$ cat src/assert_macros.svh
// Assertion macros shared by the divider RTL.
// Depends on nothing; guarded against double inclusion.
`ifndef ASSERT_MACROS_SVH
`define ASSERT_MACROS_SVH

// clocked assertion, disabled while reset is asserted (active low)
`define FDIV_ASSERT(label, clk, rst_n, prop, msg) \
	label: assert property (@(posedge clk) disable iff (!rst_n) (prop)) else $error(msg);

// same, checked during reset as well
`define FDIV_ASSERT_ALWAYS(label, clk, prop, msg) \
	label: assert property (@(posedge clk) (prop)) else $error(msg);

`endif

$ cat src/fdiv_pkg.sv
// Types, constants and the step function of the Q31 by Q15 divider.
// No dependencies; used by every divider module.
package fdiv_pkg;

	localparam int unsigned FDIV_STEPS           = 15;
	localparam int unsigned FDIV_STEPS_PER_STAGE = 3;
	localparam int unsigned FDIV_NUM_STAGES      = FDIV_STEPS / FDIV_STEPS_PER_STAGE;

	localparam logic [15:0] FDIV_Q_NEG_LIMIT = 16'h8000;
	localparam logic [15:0] FDIV_Q_POS_LIMIT = 16'h7fff;

	typedef struct packed {
		logic [31:0] rem;      // partial remainder word
		logic [15:0] dsr;      // divisor, upper half of the divisor word
		logic        add;      // next operation: add when set
		logic        dsr_zero; // divisor was zero
		logic        dvd_neg;  // dividend was negative
	} fdiv_data_t;

	typedef struct packed {
		logic [31:0] rem;
		logic        add;
	} fdiv_step_t;

	// one add/subtract-and-shift step
	function automatic fdiv_step_t fdiv_step(input logic [31:0] rem, input logic [15:0] dsr,
		input logic add);
		logic [31:0] dsr_w;
		logic [31:0] sum;
		fdiv_step_t  res;
		dsr_w   = {dsr, 16'h0000};
		sum     = add ? (rem + dsr_w) : (rem - dsr_w);
		res.add = sum[31] ^ dsr[15];
		res.rem = {sum[30:0], ~res.add};
		return res;
	endfunction

endpackage

$ cat src/fdiv_entry.sv
// Input register of the divider: sign compare and first shift.
// Depends on fdiv_pkg.
module fdiv_entry (
	input  logic                clk,
	input  logic                arst_n,
	input  logic                in_valid,
	output logic                in_stall,
	input  logic signed [31:0]  dividend,
	input  logic signed [15:0]  divisor,
	output logic                out_valid,
	input  logic                out_stall,
	output fdiv_pkg::fdiv_data_t out_data
);

	logic                 valid_s1;
	fdiv_pkg::fdiv_data_t data_s1;
	fdiv_pkg::fdiv_data_t data_d;
	logic                 load;

	always_comb begin
		data_d.add      = dividend[31] ^ divisor[15];
		data_d.rem      = {dividend[30:0], data_d.add};
		data_d.dsr      = divisor;
		data_d.dsr_zero = (divisor == 16'sd0);
		data_d.dvd_neg  = dividend[31];
	end

	assign load     = !valid_s1 || !out_stall;
	assign in_stall = !load;

	always_ff @(posedge clk or negedge arst_n) begin
		if (!arst_n) begin
			valid_s1 <= 1'b0;
		end else if (load) begin
			valid_s1 <= in_valid;
		end
	end

	always_ff @(posedge clk) begin
		if (load && in_valid) begin
			data_s1 <= data_d;
		end
	end

	assign out_valid = valid_s1;
	assign out_data  = data_s1;

endmodule

$ cat src/fdiv_stage.sv
// One pipeline stage of the divider: a group of add/subtract-and-shift steps.
// Depends on fdiv_pkg.
module fdiv_stage (
	input  logic                 clk,
	input  logic                 arst_n,
	input  logic                 in_valid,
	output logic                 in_stall,
	input  fdiv_pkg::fdiv_data_t in_data,
	output logic                 out_valid,
	input  logic                 out_stall,
	output fdiv_pkg::fdiv_data_t out_data
);

	logic                 valid_q;
	fdiv_pkg::fdiv_data_t data_q;
	fdiv_pkg::fdiv_data_t data_d;
	logic                 load;

	always_comb begin
		fdiv_pkg::fdiv_step_t st;
		data_d = in_data;
		for (int unsigned i = 0; i < fdiv_pkg::FDIV_STEPS_PER_STAGE; i++) begin
			st         = fdiv_pkg::fdiv_step(data_d.rem, data_d.dsr, data_d.add);
			data_d.rem = st.rem;
			data_d.add = st.add;
		end
	end

	assign load     = !valid_q || !out_stall;
	assign in_stall = !load;

	always_ff @(posedge clk or negedge arst_n) begin
		if (!arst_n) begin
			valid_q <= 1'b0;
		end else if (load) begin
			valid_q <= in_valid;
		end
	end

	always_ff @(posedge clk) begin
		if (load && in_valid) begin
			data_q <= data_d;
		end
	end

	assign out_valid = valid_q;
	assign out_data  = data_q;

endmodule

$ cat src/q31_by_q15_fraction_divider.sv
// Q31 by Q15 fractional divider, non-restoring, one request per cycle while not stalled.
// Input register, then 5 stages of 3 add/subtract steps each.
// Throughput 1 request per cycle while out_stall is low; the 32-bit add chain of 3 steps sets the stage depth.
// Each stage holds its data under out stall and fills bubbles behind it.
// arst_n clears all valid bits asynchronously; payload registers are not reset.
// Depends on fdiv_pkg, fdiv_entry, fdiv_stage and assert_macros.svh.
`include "assert_macros.svh"

module q31_by_q15_fraction_divider (
	input  logic               clk,
	input  logic               arst_n,
	input  logic               in_valid,
	output logic               in_stall,
	input  logic signed [31:0] dividend,
	input  logic signed [15:0] divisor,
	output logic               out_valid,
	input  logic               out_stall,
	output logic signed [15:0] quotient
);

	localparam int unsigned NS = fdiv_pkg::FDIV_NUM_STAGES;

	logic                 vld  [0:NS];
	logic                 stl  [0:NS];
	fdiv_pkg::fdiv_data_t data [0:NS];

	fdiv_entry u_entry (
		.clk       (clk),
		.arst_n    (arst_n),
		.in_valid  (in_valid),
		.in_stall  (in_stall),
		.dividend  (dividend),
		.divisor   (divisor),
		.out_valid (vld[0]),
		.out_stall (stl[0]),
		.out_data  (data[0])
	);

	for (genvar k = 0; k < NS; k++) begin : g_stage
		fdiv_stage u_stage (
			.clk       (clk),
			.arst_n    (arst_n),
			.in_valid  (vld[k]),
			.in_stall  (stl[k]),
			.in_data   (data[k]),
			.out_valid (vld[k+1]),
			.out_stall (stl[k+1]),
			.out_data  (data[k+1])
		);
	end

	assign stl[NS]   = out_stall;
	assign out_valid = vld[NS];

	always_comb begin
		if (data[NS].dsr_zero) begin
			quotient = data[NS].dvd_neg ? fdiv_pkg::FDIV_Q_NEG_LIMIT
				: fdiv_pkg::FDIV_Q_POS_LIMIT;
		end else begin
			quotient = data[NS].rem[15:0];
		end
	end

	// input backpressure only when the output is stalled with every stage full
	`FDIV_ASSERT_ALWAYS(a_stall_src, clk, !in_stall || (out_valid && out_stall && vld[0]), "in_stall without full stalled pipe")
	`FDIV_ASSERT(a_free_flow, clk, arst_n, !out_stall |-> !in_stall, "in_stall while output drains")

	for (genvar k = 0; k < NS; k++) begin : g_chk
		// a stalled stage keeps its request
		`FDIV_ASSERT(a_hold, clk, arst_n, (vld[k] && stl[k]) |=> vld[k], "stalled stage lost its request")
	end

endmodule
$ cat config.mk
export PLATFORM = sky130hd
export DESIGN_NAME = q31_by_q15_fraction_divider
export DESIGN_NICKNAME = d
export VERILOG_FILES = /design/src/fdiv_pkg.sv /design/src/fdiv_entry.sv /design/src/fdiv_stage.sv /design/src/q31_by_q15_fraction_divider.sv
export VERILOG_INCLUDE_DIRS = /design/src /design/src/src
export SDC_FILE = /design/constraint.sdc
export NUM_CORES = 1
export LEC_CHECK = 0
export BUFFER_PORTS_ARGS = -buffer_cell sky130_fd_sc_hd__buf_2
export CAP_MARGIN = 20
export CORE_MARGIN = 10
export CORE_UTILIZATION = 65
export DETAILED_ROUTE_END_ITERATION = 10
export PLACE_DENSITY_LB_ADDON = 0.05
export SLEW_MARGIN = 20
export SYNTH_ARGS = -nofsm -noshare
export SYNTH_HDL_FRONTEND = slang
export SYNTH_SLANG_ARGS = --single-unit
$ cat constraint.sdc
create_clock -name clk -period 19.7 [get_ports clk]
set_input_delay 4.925 -clock clk [delete_from_list [all_inputs] [get_ports clk]]
set_output_delay 4.925 -clock clk [all_outputs]
set_load 0.01 [all_outputs]
# --- Word level (Yosys, flattened, before mapping) ---
# Cells that the tools add are included.
classes:
  n_addsub: 30
  mux: 17
  reduce_logical: 21
  bitwise_logic: 31
op_table:
  columns: ["cell", "n"]
  rows:
  - ["32-bit adder", 15]
  - ["32-bit 2-to-1 mux", 15]
  - ["32-bit subtractor", 15]
  - ["16-bit 2-to-1 mux", 2]
  - ["16-bit zero test", 1]
  - ["1-bit bitwise XOR", 16]
  - ["1-bit NOT", 15]
  - ["1-bit zero test", 8]
  - ["1-bit logical AND", 6]
  - ["1-bit logical OR", 6]
totals:
  word_cells: 133
  in_bits: 52
  reg_bits: 279

# --- Logic depth before layout (Yosys ltp) ---
# Gate-level depths: netlist of run 1.
logic_depth:
  word_depth: 12
  mapped_depth: 42
  mapped_depth_nobuf: 41

# --- By module ---
# From an unflattened synthesis of run 1, not the netlist that was laid out.
unflattened:
  cells_unflattened: 2282
  area_unflattened_um2: 23557.6
modules_own_cells:
  columns: ["mod", "seq_area_each_um2", "cells_per_inst", "area_per_inst_um2", "instances"]
  rows:
  - ["fdiv_stage at g_stage[1].u_stage ...", 1556.5, 430, 4282.9, 2]
  - ["fdiv_stage at g_stage[0].u_stage", 1556.5, 445, 4416.7, 1]
  - ["fdiv_stage at g_stage[3].u_stage", 1556.5, 438, 4415.5, 1]
  - ["fdiv_stage at g_stage[4].u_stage", 1556.5, 444, 4396.7, 1]
  - ["fdiv_entry", 1526.5, 61, 1595.3, 1]
  - ["q31_by_q15_fraction_divider", 0.0, 34, 167.7, 1]

# --- Worst setup path before layout of run 1 ---
# OpenSTA, ideal clock, no wires.
synth_timing:
  path_type: "in2out"
  start: "input port out_stall"
  end: "output port in_stall"
  required_ps: 14775
  t_arrival_ps: 5435
  path_buffers: 0
  path_slack_ps: 9340
  cell_stages: 4
  cell_sequence: "nand4_1 nor2_1 nand3_1 inv_1"
synth_via:
  elab_chain_len: 8
synth_rtl:
  columns: ["element", "line_no", "rtl"]
  rows:
  - ["start, declared", "q31_by_q15_fraction_divider.sv:17", "input logic out_stall,"]
  - ["1-bit zero test", "fdiv_stage.sv:29", "assign load = !valid_q || !out_stall;"]
  - ["1-bit logical OR (5 in a row)", "fdiv_stage.sv:29", null]
  - ["1-bit logical OR", "fdiv_entry.sv:28", "assign load = !valid_s1 || !out_stall;"]
  - ["1-bit zero test", "fdiv_entry.sv:29", "assign in_stall = !load;"]
  - ["end, declared", "q31_by_q15_fraction_divider.sv:13", "output logic in_stall,"]
# No other way between the ends.

==> run_results.csv, run 1 <==
group,metric,value,unit
global_route,grt_pass1_wl,76000,um
cts,cts_setup_buffers,0,
synth,postSynthCellCount,2124,
run,cap_violations,0,
cts,clk-insertion-delay-late,0.58,ns
synth,ys_async_sr_fraction,0.0224,
detailed_routing,drc,0,
place,dp.final_hpwl,36300,um
die,ioPinCount,70,
detailed_routing,ant_nets,0,
finish,stdcell_area,23100,um2
setup_path,critical_path_class,"register to register",
global_route,grt-ovfl-total,0,
run_status,outcome,"finished clean",
setup_path,r2r_end,"g_stage[0].u_stage.out_data[50]",
synth,netlist_top_cells_count,"edfxtp_1 (262), xnor2_1 (246), ha_1 (234), nor2_1 (175), xor2_1 (141)",
die,rows,66,
place,portBuffers,68,
synth,synth_seq_area_share,0.376,
synth,synth.avg_cell_area,10.0,um2
cts,cts_buffers,29,
hold_path,hold_depth,0,
synth,synth_area_leader_cell,"edfxtp_1",
synth,synth-xor-area-share,0.166,
sta,hold_violations,0,
synth,synth_seq_cells,268,
detailed_routing,routed_wl,46000,um
finish,n_antenna_cell,0,
setup_path,r2r_slack,8.67,ns
die,die_width,201,um
synth,synth_compound_area_frac,0.138,
sta,fin_skew,0.0145,ns
finish,layout.nets,2486,
sta,max_slew_margin,0.490,
synth,yosys-top-cells-area,"edfxtp_1 (37%), ha_1 (14%), xnor2_1 (10%)",
synth,synth_area,21300,um2
finish,multiInputGateArea,12800,um2
global_route,antenna_found_initial,0,
cts,clock_path_buffers,3,
synth,synth-adder-area-share,0.150,
synth,yosys_warnings,0,
synth,synth-simple-area-share,0.139,
hold_path,min-delay-start,"u_entry.out_data[24]",
sta,rsz0062_at_grt,"false",
finish,final_layout_size_suffix_gt1_frac,0.0784,
cts,h-tree-depth,1,
setup_path,worst_path_max_delay_cell,"a2111oi_0",
place,globalplace.congestion,0.888,
detailed_routing,dr.pass1.iters,5,
sta,tightest_slew,0.754,ns
detailed_routing,drtIter0Drc,923,
synth,synth_top_area_frac,0.369,
hold_path,hold_class,"register to register",
setup_path,cp_max_fo,15,
detailed_routing,drt-wirelength-per-cell,17.3,um
die,fp.dieArea,40500,um2
global_route,gr-usage-all-layers,0.223,
setup_path,r2r_cells,40,
synth,ys_dominant_reg_cell,"edfxtp_1",
global_route,grt_max_degree,50,
synth,synth-edff-count,262,
sta,fin_crit_sh,0.560,
finish,nFillCells,2430,
setup_path,required,20.03,ns
sta,fin_crit,11.03,ns
setup_path,slowest_delay,0.56,ns
cts,clk_pin_slew_worst_paths,0.06,ns
sta,max_freq,90.6,MHz
detailed_routing,via_per_inst,5.83,
finish,areaGrowthSynthToFinish,8.11,%
cts,cts_tree,"built",
cts,cts-hold-fix-buffers,0,
sta,fin_tns_setup,0,ns
setup_path,cp-start-kind,"register",
synth,ys_types,78,
cts,cts-root-buf,"clkbuf_16",
die,initial_core_util,0.658,
synth,synth_top_family_by_area,"XOR/XNOR gates",
die,core,32500,um2
detailed_routing,dr_total_vias,15461,
synth,yosysMostFrequentCell,"edfxtp_1",
setup_path,timing.critical_path.mode_cell,"a21oi_1",
sta,drv_slew,0,
setup_path,critical_path.endpoint_type,"register",
hold_path,holdPathEnd,"g_stage[0].u_stage.out_data[27]",
setup_path,r2r_start,"u_entry.out_data[3]",
sta,setup-violations-final,0,
cts,cts_num_sinks,268,
cts,post_cts_resized,0,
finish,seq_area,8020,um2
global_route,first_global_vias,15677,
setup_path,cp_data_arrival_time,11.36,ns
synth,synth_mux_area_frac,0.00569,
die,die_h,201,um
synth,synth_nets,2424,
place,placed_area,22100,um2
## routing by layer
metal | global-route usage | vias to the layer above | part of all wire
li1 | - | 7766 | -
met1 | 0.251 | 7348 | 0.41
met2 | 0.434 | 274 | 0.53
met3 | 0.0233 | 73 | 0.032
met4 | 0.0607 | 0 | 0.024
met5 | 0 | - | 0
## worst max-delay path: cells and delay by family (launching register included)
family | cells | cell delay, ns
and+or+nand+nor | 10 | 2.74
AOI/OAI and AO/OA | 16 | 4.09
buffers and inverters | 4 | 0.72
adders and majority gates | 4 | 1.38
xor gates and xnor gates | 5 | 0.94
DFF | 1 | 0.53
muxes | 1 | 0.39
## flip-flops by register name, indices dropped and copies added (netlist names)
register                   cells
u_entry.out_valid              1
u_entry.out_data              48
g_stage.u_stage.out_data     214
g_stage.u_stage.out_valid      5
## cell families after synthesis
kind of cell | Yosys count
AO/OA/AOI/OAI | 461
buffers and inverters | 138
multiplexers | 11
flip-flops | 268
AND/OR/NAND/NOR | 604
adder cells (fa/ha/maj) | 248
XOR/XNOR | 394
## worst max-delay path by stage
stage / start / to / slack [ns] / cells after the start
floorplan: out_stall / in_stall / 9.34 / 4
global placement: g_stage[1].u_stage.out_data[7] / g_stage[2].u_stage.out_data[19] / 8.93 / 38
detailed placement: g_stage[1].u_stage.out_data[5] / g_stage[2].u_stage.out_data[2] / 8.78 / 38
CTS: g_stage[1].u_stage.out_data[5] / g_stage[2].u_stage.out_data[2] / 8.76 / 38
global route: u_entry.out_data[3] / g_stage[0].u_stage.out_data[50] / 7.80 / 41
finish: u_entry.out_data[3] / g_stage[0].u_stage.out_data[50] / 8.67 / 40
## final cells by class
class / count / area share
timing repair buffer: 81 / 0.0190
clock buffer: 34 / 0.0327
sequential: 268 / 0.348
multi-input combinational: 1718 / 0.554
clock inverter: 19 / 0.00808
inverter: 88 / 0.0143
tap: 442 / 0.0240
## cells in the final DEF, fill, tap and decap left out, types with 5 or more instances in the layout
cell type,synthesis,routed
xor2_1,141,141
clkbuf_16,0,29
o31ai_1,12,12
fa_1,14,14
mux2_2,9,9
ha_1,234,234
a31oi_1,20,20
a21o_1,45,45
or3_1,34,34
o21a_1,25,25
a21oi_1,135,135
buf_2,3,68
inv_1,88,88
a211o_1,6,6
nand4_1,6,6
nand2_1,136,136
and3_1,9,9
nor4_1,10,10
nor2_1,175,175
o21bai_1,31,31
buf_4,1,13
edfxtp_1,262,262
a211oi_1,21,21
nor3b_1,6,6
o21ai_0,101,101
a21boi_0,7,6
nand3_1,35,35
nor3_1,52,52
xnor2_1,246,246
clkinv_2,0,5
nor2b_1,30,29
o211ai_1,11,11
dfrtp_1,6,6
nand2b_1,65,65
or2_2,14,14
and2_1,11,7
o31a_1,5,5
## per-stage QoR
stage	util	std cells	worst slack [ns]	hold slack, ns
detailed placement	0.682	2597	8.78	0.405
global route	0.711	2650	7.80	0.424
floorplan	-	2124	9.34	0.400
CTS	0.711	2650	8.76	0.419
finish	0.711	2650	8.67	0.416
global placement	0.682	2597	8.93	0.401
Power of run 1 is not shown: default switching activity piles up to over one toggle a cycle in this logic, so the estimate is an artifact.
==> inputs of run 2 (changes only) <==
--- a/config.mk
+++ b/config.mk
@@ -9,7 +9,7 @@
 export BUFFER_PORTS_ARGS = -buffer_cell sky130_fd_sc_hd__buf_2
 export CAP_MARGIN = 20
 export CORE_MARGIN = 10
-export CORE_UTILIZATION = 65
+export CORE_UTILIZATION = 58
 export DETAILED_ROUTE_END_ITERATION = 10
 export PLACE_DENSITY_LB_ADDON = 0.05
 export SLEW_MARGIN = 20
==> constraint.sdc (replaced) <==
create_clock -name clk -period 10 [get_ports clk]
set_input_delay 2.5 -clock clk [delete_from_list [all_inputs] [get_ports clk]]
set_output_delay 2.5 -clock clk [all_outputs]
set_load 0.01 [all_outputs]
==> run_results.csv, run 2 (synthesis results as in run 1) <==
group,metric,value,unit
place,globalplace.congestion,0.893,
global_route,grt-ovfl-total,0,
place,portBuffers,68,
global_route,grt_max_degree,50,
run_status,outcome,"finished clean",
hold_path,hold_class,"register to register",
cts,clk-insertion-delay-late,0.58,ns
die,die_h,212,um
detailed_routing,routed_wl,47100,um
cts,clk_pin_slew_worst_paths,0.06,ns
cts,cts-hold-fix-buffers,0,
place,numPlacedInstances,2659,
die,initial_core_util,0.586,
finish,nFillCells,3013,
detailed_routing,dr.pass1.iters,5,
setup_path,worst_path_max_delay_cell,"edfxtp_1",
setup_path,crit_family,"compound AO/OA/AOI/OAI gates",
detailed_routing,ant_nets,0,
finish,areaGrowthSynthToFinish,10.3,%
run,cap_violations,0,
setup_path,cp-start-kind,"register",
finish,seq_area,8020,um2
global_route,grt_pass1_wl,76400,um
detailed_routing,drc,0,
detailed_routing,drt-wirelength-per-cell,17.3,um
finish,final_cell_mix,"edfxtp_1 (262), xnor2_1 (244), ha_1 (234), nor2_1 (175), xor2_1 (140)",
setup_path,cp_data_arrival_time,9.71,ns
place,placed_area,22400,um2
sta,hold_violations,0,
finish,stdcell_area,23500,um2
cts,cts_tree,"built",
finish,layout.nets,2527,
die,ioPinCount,70,
finish,mostFrequentLayoutCell,"edfxtp_1",
global_route,gr-usage-all-layers,0.211,
cts,cts_num_sinks,268,
sta,setup-violations-final,0,
finish,multiInputGateArea,12900,um2
detailed_routing,dr_total_vias,15418,
cts,clock_path_buffers,3,
die,core,36400,um2
die,fp.dieArea,44900,um2
cts,h-tree-depth,1,
detailed_routing,via_per_inst,5.67,
setup_path,critical_path.endpoint_type,"register",
detailed_routing,drtIter0Drc,793,
finish,largest_reg_flops,214,
die,rows,70,
sta,fin_crit_sh,0.938,
sta,drv_slew,0,
sta,max_slew_margin,0.488,
finish,final_core_util,0.646,
setup_path,critPathBufInv,2,
sta,fin_crit,9.38,ns
setup_path,required,10.33,ns
finish,n_antenna_cell,0,
sta,max_freq,107,MHz
setup_path,slowest_delay,0.51,ns
place,dp.final_hpwl,37500,um
sta,fin_tns_setup,0,ns
sta,tightest_slew,0.758,ns
cts,cts-root-buf,"clkbuf_16",
setup_path,timing.critical_path.mode_cell,"a21oi_1",
global_route,antenna_found_initial,0,
sta,fin_skew,0.0147,ns
setup_path,cp_max_fo,8,
die,die_width,212,um
cts,cts_buffers,31,
setup_path,critical_path_class,"register to register",
global_route,first_global_vias,15337,
finish,layout.cells.non_filler,2718,
finish,final_layout_size_suffix_gt1_frac,0.100,
## run 2: changes by cell type in the layout (fill, tap and decap cells not counted), moves of 3 or more
cell	delta
buf_4	+39
o21ai_1	+3
clkbuf_1	-3
o21ai_0	-4
clkinv_1	+4
## run 2: cell type report
type,instances,area share
Inverter,88,0.0140
Multi-Input combinational cell,1718,0.546
Tap cell,468,0.0249
Clock inverter,24,0.00968
Sequential cell,268,0.341
Timing Repair Buffer,120,0.0311
Clock buffer,32,0.0331
## run 2: final timing paths
kind	slack (ns)	cells past startpoint	to	start
max	0.62	37	g_stage[3].u_stage.out_data[50]	g_stage[2].u_stage.out_data[4]
min	0.41	0	g_stage[1].u_stage.out_data[27]	g_stage[0].u_stage.out_data[24]
min reg2reg	0.41	0	g_stage[1].u_stage.out_data[27]	g_stage[0].u_stage.out_data[24]
max reg2reg	0.62	37	g_stage[3].u_stage.out_data[50]	g_stage[2].u_stage.out_data[4]
max in group asynchronous	8.12	1	g_stage[4].u_stage.out_valid	arst_n
min in group asynchronous	1.74	1	g_stage[0].u_stage.out_valid	arst_n
## run 2: what timing repair did
item | CTS | global route
gates resized for setup | 0 | 18
setup endpoints to repair | 0 | 16
endpoints found under the hold margin | 0 | 0
setup buffers | 0 | 3
## run 2: layer usage
metal / track usage / part of all wire
met1: 0.259 / 0.43
met2: 0.380 / 0.51
met3: 0.0288 / 0.042
met4: 0.0533 / 0.021
met5: 0 / 0
## run 2: metrics by stage
stage,setup slack (ns),hold slack (ns)
global route,-0.0387,0.422
finish,0.618,0.414
CTS,0.191,0.416
detailed placement,0.281,0.405
floorplan,0.498,0.400
global placement,0.453,0.401
Power of run 2 is left out for the same reason.
==> inputs of run 3 (changes only) <==
--- a/config.mk
+++ b/config.mk
@@ -9,10 +9,9 @@
 export BUFFER_PORTS_ARGS = -buffer_cell sky130_fd_sc_hd__buf_2
 export CAP_MARGIN = 20
 export CORE_MARGIN = 10
-export CORE_UTILIZATION = 58
+export CORE_UTILIZATION = 45
 export DETAILED_ROUTE_END_ITERATION = 10
 export PLACE_DENSITY_LB_ADDON = 0.05
-export SLEW_MARGIN = 20
 export SYNTH_ARGS = -nofsm -noshare
 export SYNTH_HDL_FRONTEND = slang
 export SYNTH_SLANG_ARGS = --single-unit
==> run_results.csv, run 3 (synthesis results as in run 1) <==
group,metric,value,unit
finish,seq_area,8020,um2
global_route,grt_max_degree,50,
die,fp.dieArea,56500,um2
detailed_routing,wl_met1,21700,um
detailed_routing,wl_met2,24700,um
place,portBuffers,68,
cts,cts_buffers,31,
global_route,antenna_found_initial,0,
setup_path,cp_max_fo,5,
global_route,grt_pass1_wl,77600,um
die,initial_core_util,0.456,
sta,tightest_slew,1.00,ns
die,die_h,238,um
finish,mostFrequentLayoutCell,"edfxtp_1",
setup_path,worst_path_max_delay_cell,"edfxtp_1",
global_route,first_global_vias,14999,
cts,h-tree-depth,1,
detailed_routing,via_per_inst,5.41,
detailed_routing,routed_wl,49000,um
die,ioPinCount,70,
place,placed_area,22600,um2
detailed_routing,drt-wirelength-per-cell,17.1,um
sta,fin_tns_setup,0,ns
finish,multiInputGateArea,12900,um2
setup_path,required,10.30,ns
setup_path,cp-start-kind,"register",
finish,stdcell_area,23900,um2
detailed_routing,dr.pass1.iters,7,
sta,fin_skew,0.0223,ns
cts,clock_path_buffers,3,
global_route,gr-usage-all-layers,0.168,
cts,clk_pin_slew_worst_paths,0.06,ns
cts,cts-root-buf,"clkbuf_16",
hold_path,hold_class,"register to register",
detailed_routing,drtIter0Drc,742,
place,numPlacedInstances,2795,
finish,layout.nets,2531,
detailed_routing,top_layer_used,"met4",
finish,final_layout_size_suffix_gt1_frac,0.107,
setup_path,critical_path_class,"register to register",
die,die_width,238,um
cts,cts_num_sinks,268,
detailed_routing,wl_met3,1440,um
finish,final_cell_mix,"edfxtp_1 (262), xnor2_1 (245), ha_1 (233), nor2_1 (174), xor2_1 (139)",
sta,max_slew_margin,0.330,
detailed_routing,ant_nets,0,
sta,fin_crit,9.46,ns
cts,clk-insertion-delay-late,0.59,ns
finish,layout.cells.non_filler,2863,
place,dp.final_hpwl,38900,um
sta,fin_crit_sh,0.946,
run_status,outcome,"finished clean",
setup_path,crit_family,"compound AO/OA/AOI/OAI gates",
setup_path,critPathBufInv,1,
sta,drv_slew,0,
setup_path,cp_data_arrival_time,9.76,ns
sta,setup-violations-final,0,
setup_path,critical_path.endpoint_type,"register",
cts,cts-hold-fix-buffers,0,
detailed_routing,dr_total_vias,15493,
setup_path,r2r_slack,0.54,ns
global_route,grt-ovfl-total,0,
setup_path,slowest_delay,0.51,ns
die,rows,79,
place,globalplace.congestion,0.877,
cts,cts_tree,"built",
finish,areaGrowthSynthToFinish,12.1,%
finish,nFillCells,4255,
sta,hold_violations,0,
die,core,46800,um2
finish,n_antenna_cell,0,
finish,largest_reg_flops,214,
run,cap_violations,0,
detailed_routing,drc,0,
sta,max_freq,106,MHz
## run 3: changes by cell type in the layout (fill, tap and decap cells not counted), moves of 2 or more
| cell | change |
|---|---|
| xnor2_2 | -2 |
| inv_6 | +2 |
| inv_8 | +2 |
| bufinv_16 | +4 |
| clkinv_1 | -4 |
| buf_4 | +3 |
| clkinv_4 | -3 |
| nor3_2 | +2 |
| nor3_1 | -2 |
## run 3: final timing paths
kind,startpoint,to,cells after the start
hold / removal,g_stage[0].u_stage.out_data[32],g_stage[1].u_stage.out_data[35],0
hold reg to reg,g_stage[0].u_stage.out_data[32],g_stage[1].u_stage.out_data[35],0
setup / recovery,g_stage[1].u_stage.out_data[4],g_stage[2].u_stage.out_data[19],38
setup reg to reg,g_stage[1].u_stage.out_data[4],g_stage[2].u_stage.out_data[19],38
max in group asynchronous,arst_n,g_stage[3].u_stage.out_valid,1
min in group asynchronous,arst_n,u_entry.out_valid,1
## run 3: what timing repair did
action,CTS,global route
endpoints found under the setup margin,0,11
setup buffers,0,10
hold endpoints to repair,0,0
resized for setup,0,28
## run 3: per-stage QoR
| stage | setup WS, ns | utilization | hold slack, ns |
|---|---|---|---|
| detailed placement | 0.111 | 0.483 | 0.405 |
| finish | 0.540 | 0.512 | 0.417 |
| global route | -0.00384 | 0.512 | 0.424 |
| global placement | 0.218 | 0.483 | 0.400 |
| CTS | 0.0354 | 0.507 | 0.418 |
| floorplan | 0.498 | - | 0.400 |
## run 3: cell type report
class,instances,area share
multi-input combinational,1718,0.540
sequential,268,0.335
clock buffer,32,0.0326
timing repair buffer,124,0.0323
tap,607,0.0317
clock inverter,26,0.0147
inverter,88,0.0138
## run 3: metal layers
metal | GRT usage | vias to the layer above
li1 | - | 7852
met1 | 0.211 | 7341
met2 | 0.303 | 237
met3 | 0.0186 | 63
met4 | 0.0416 | 0
met5 | 0 | -
Power of run 3 is left out for the same reason.
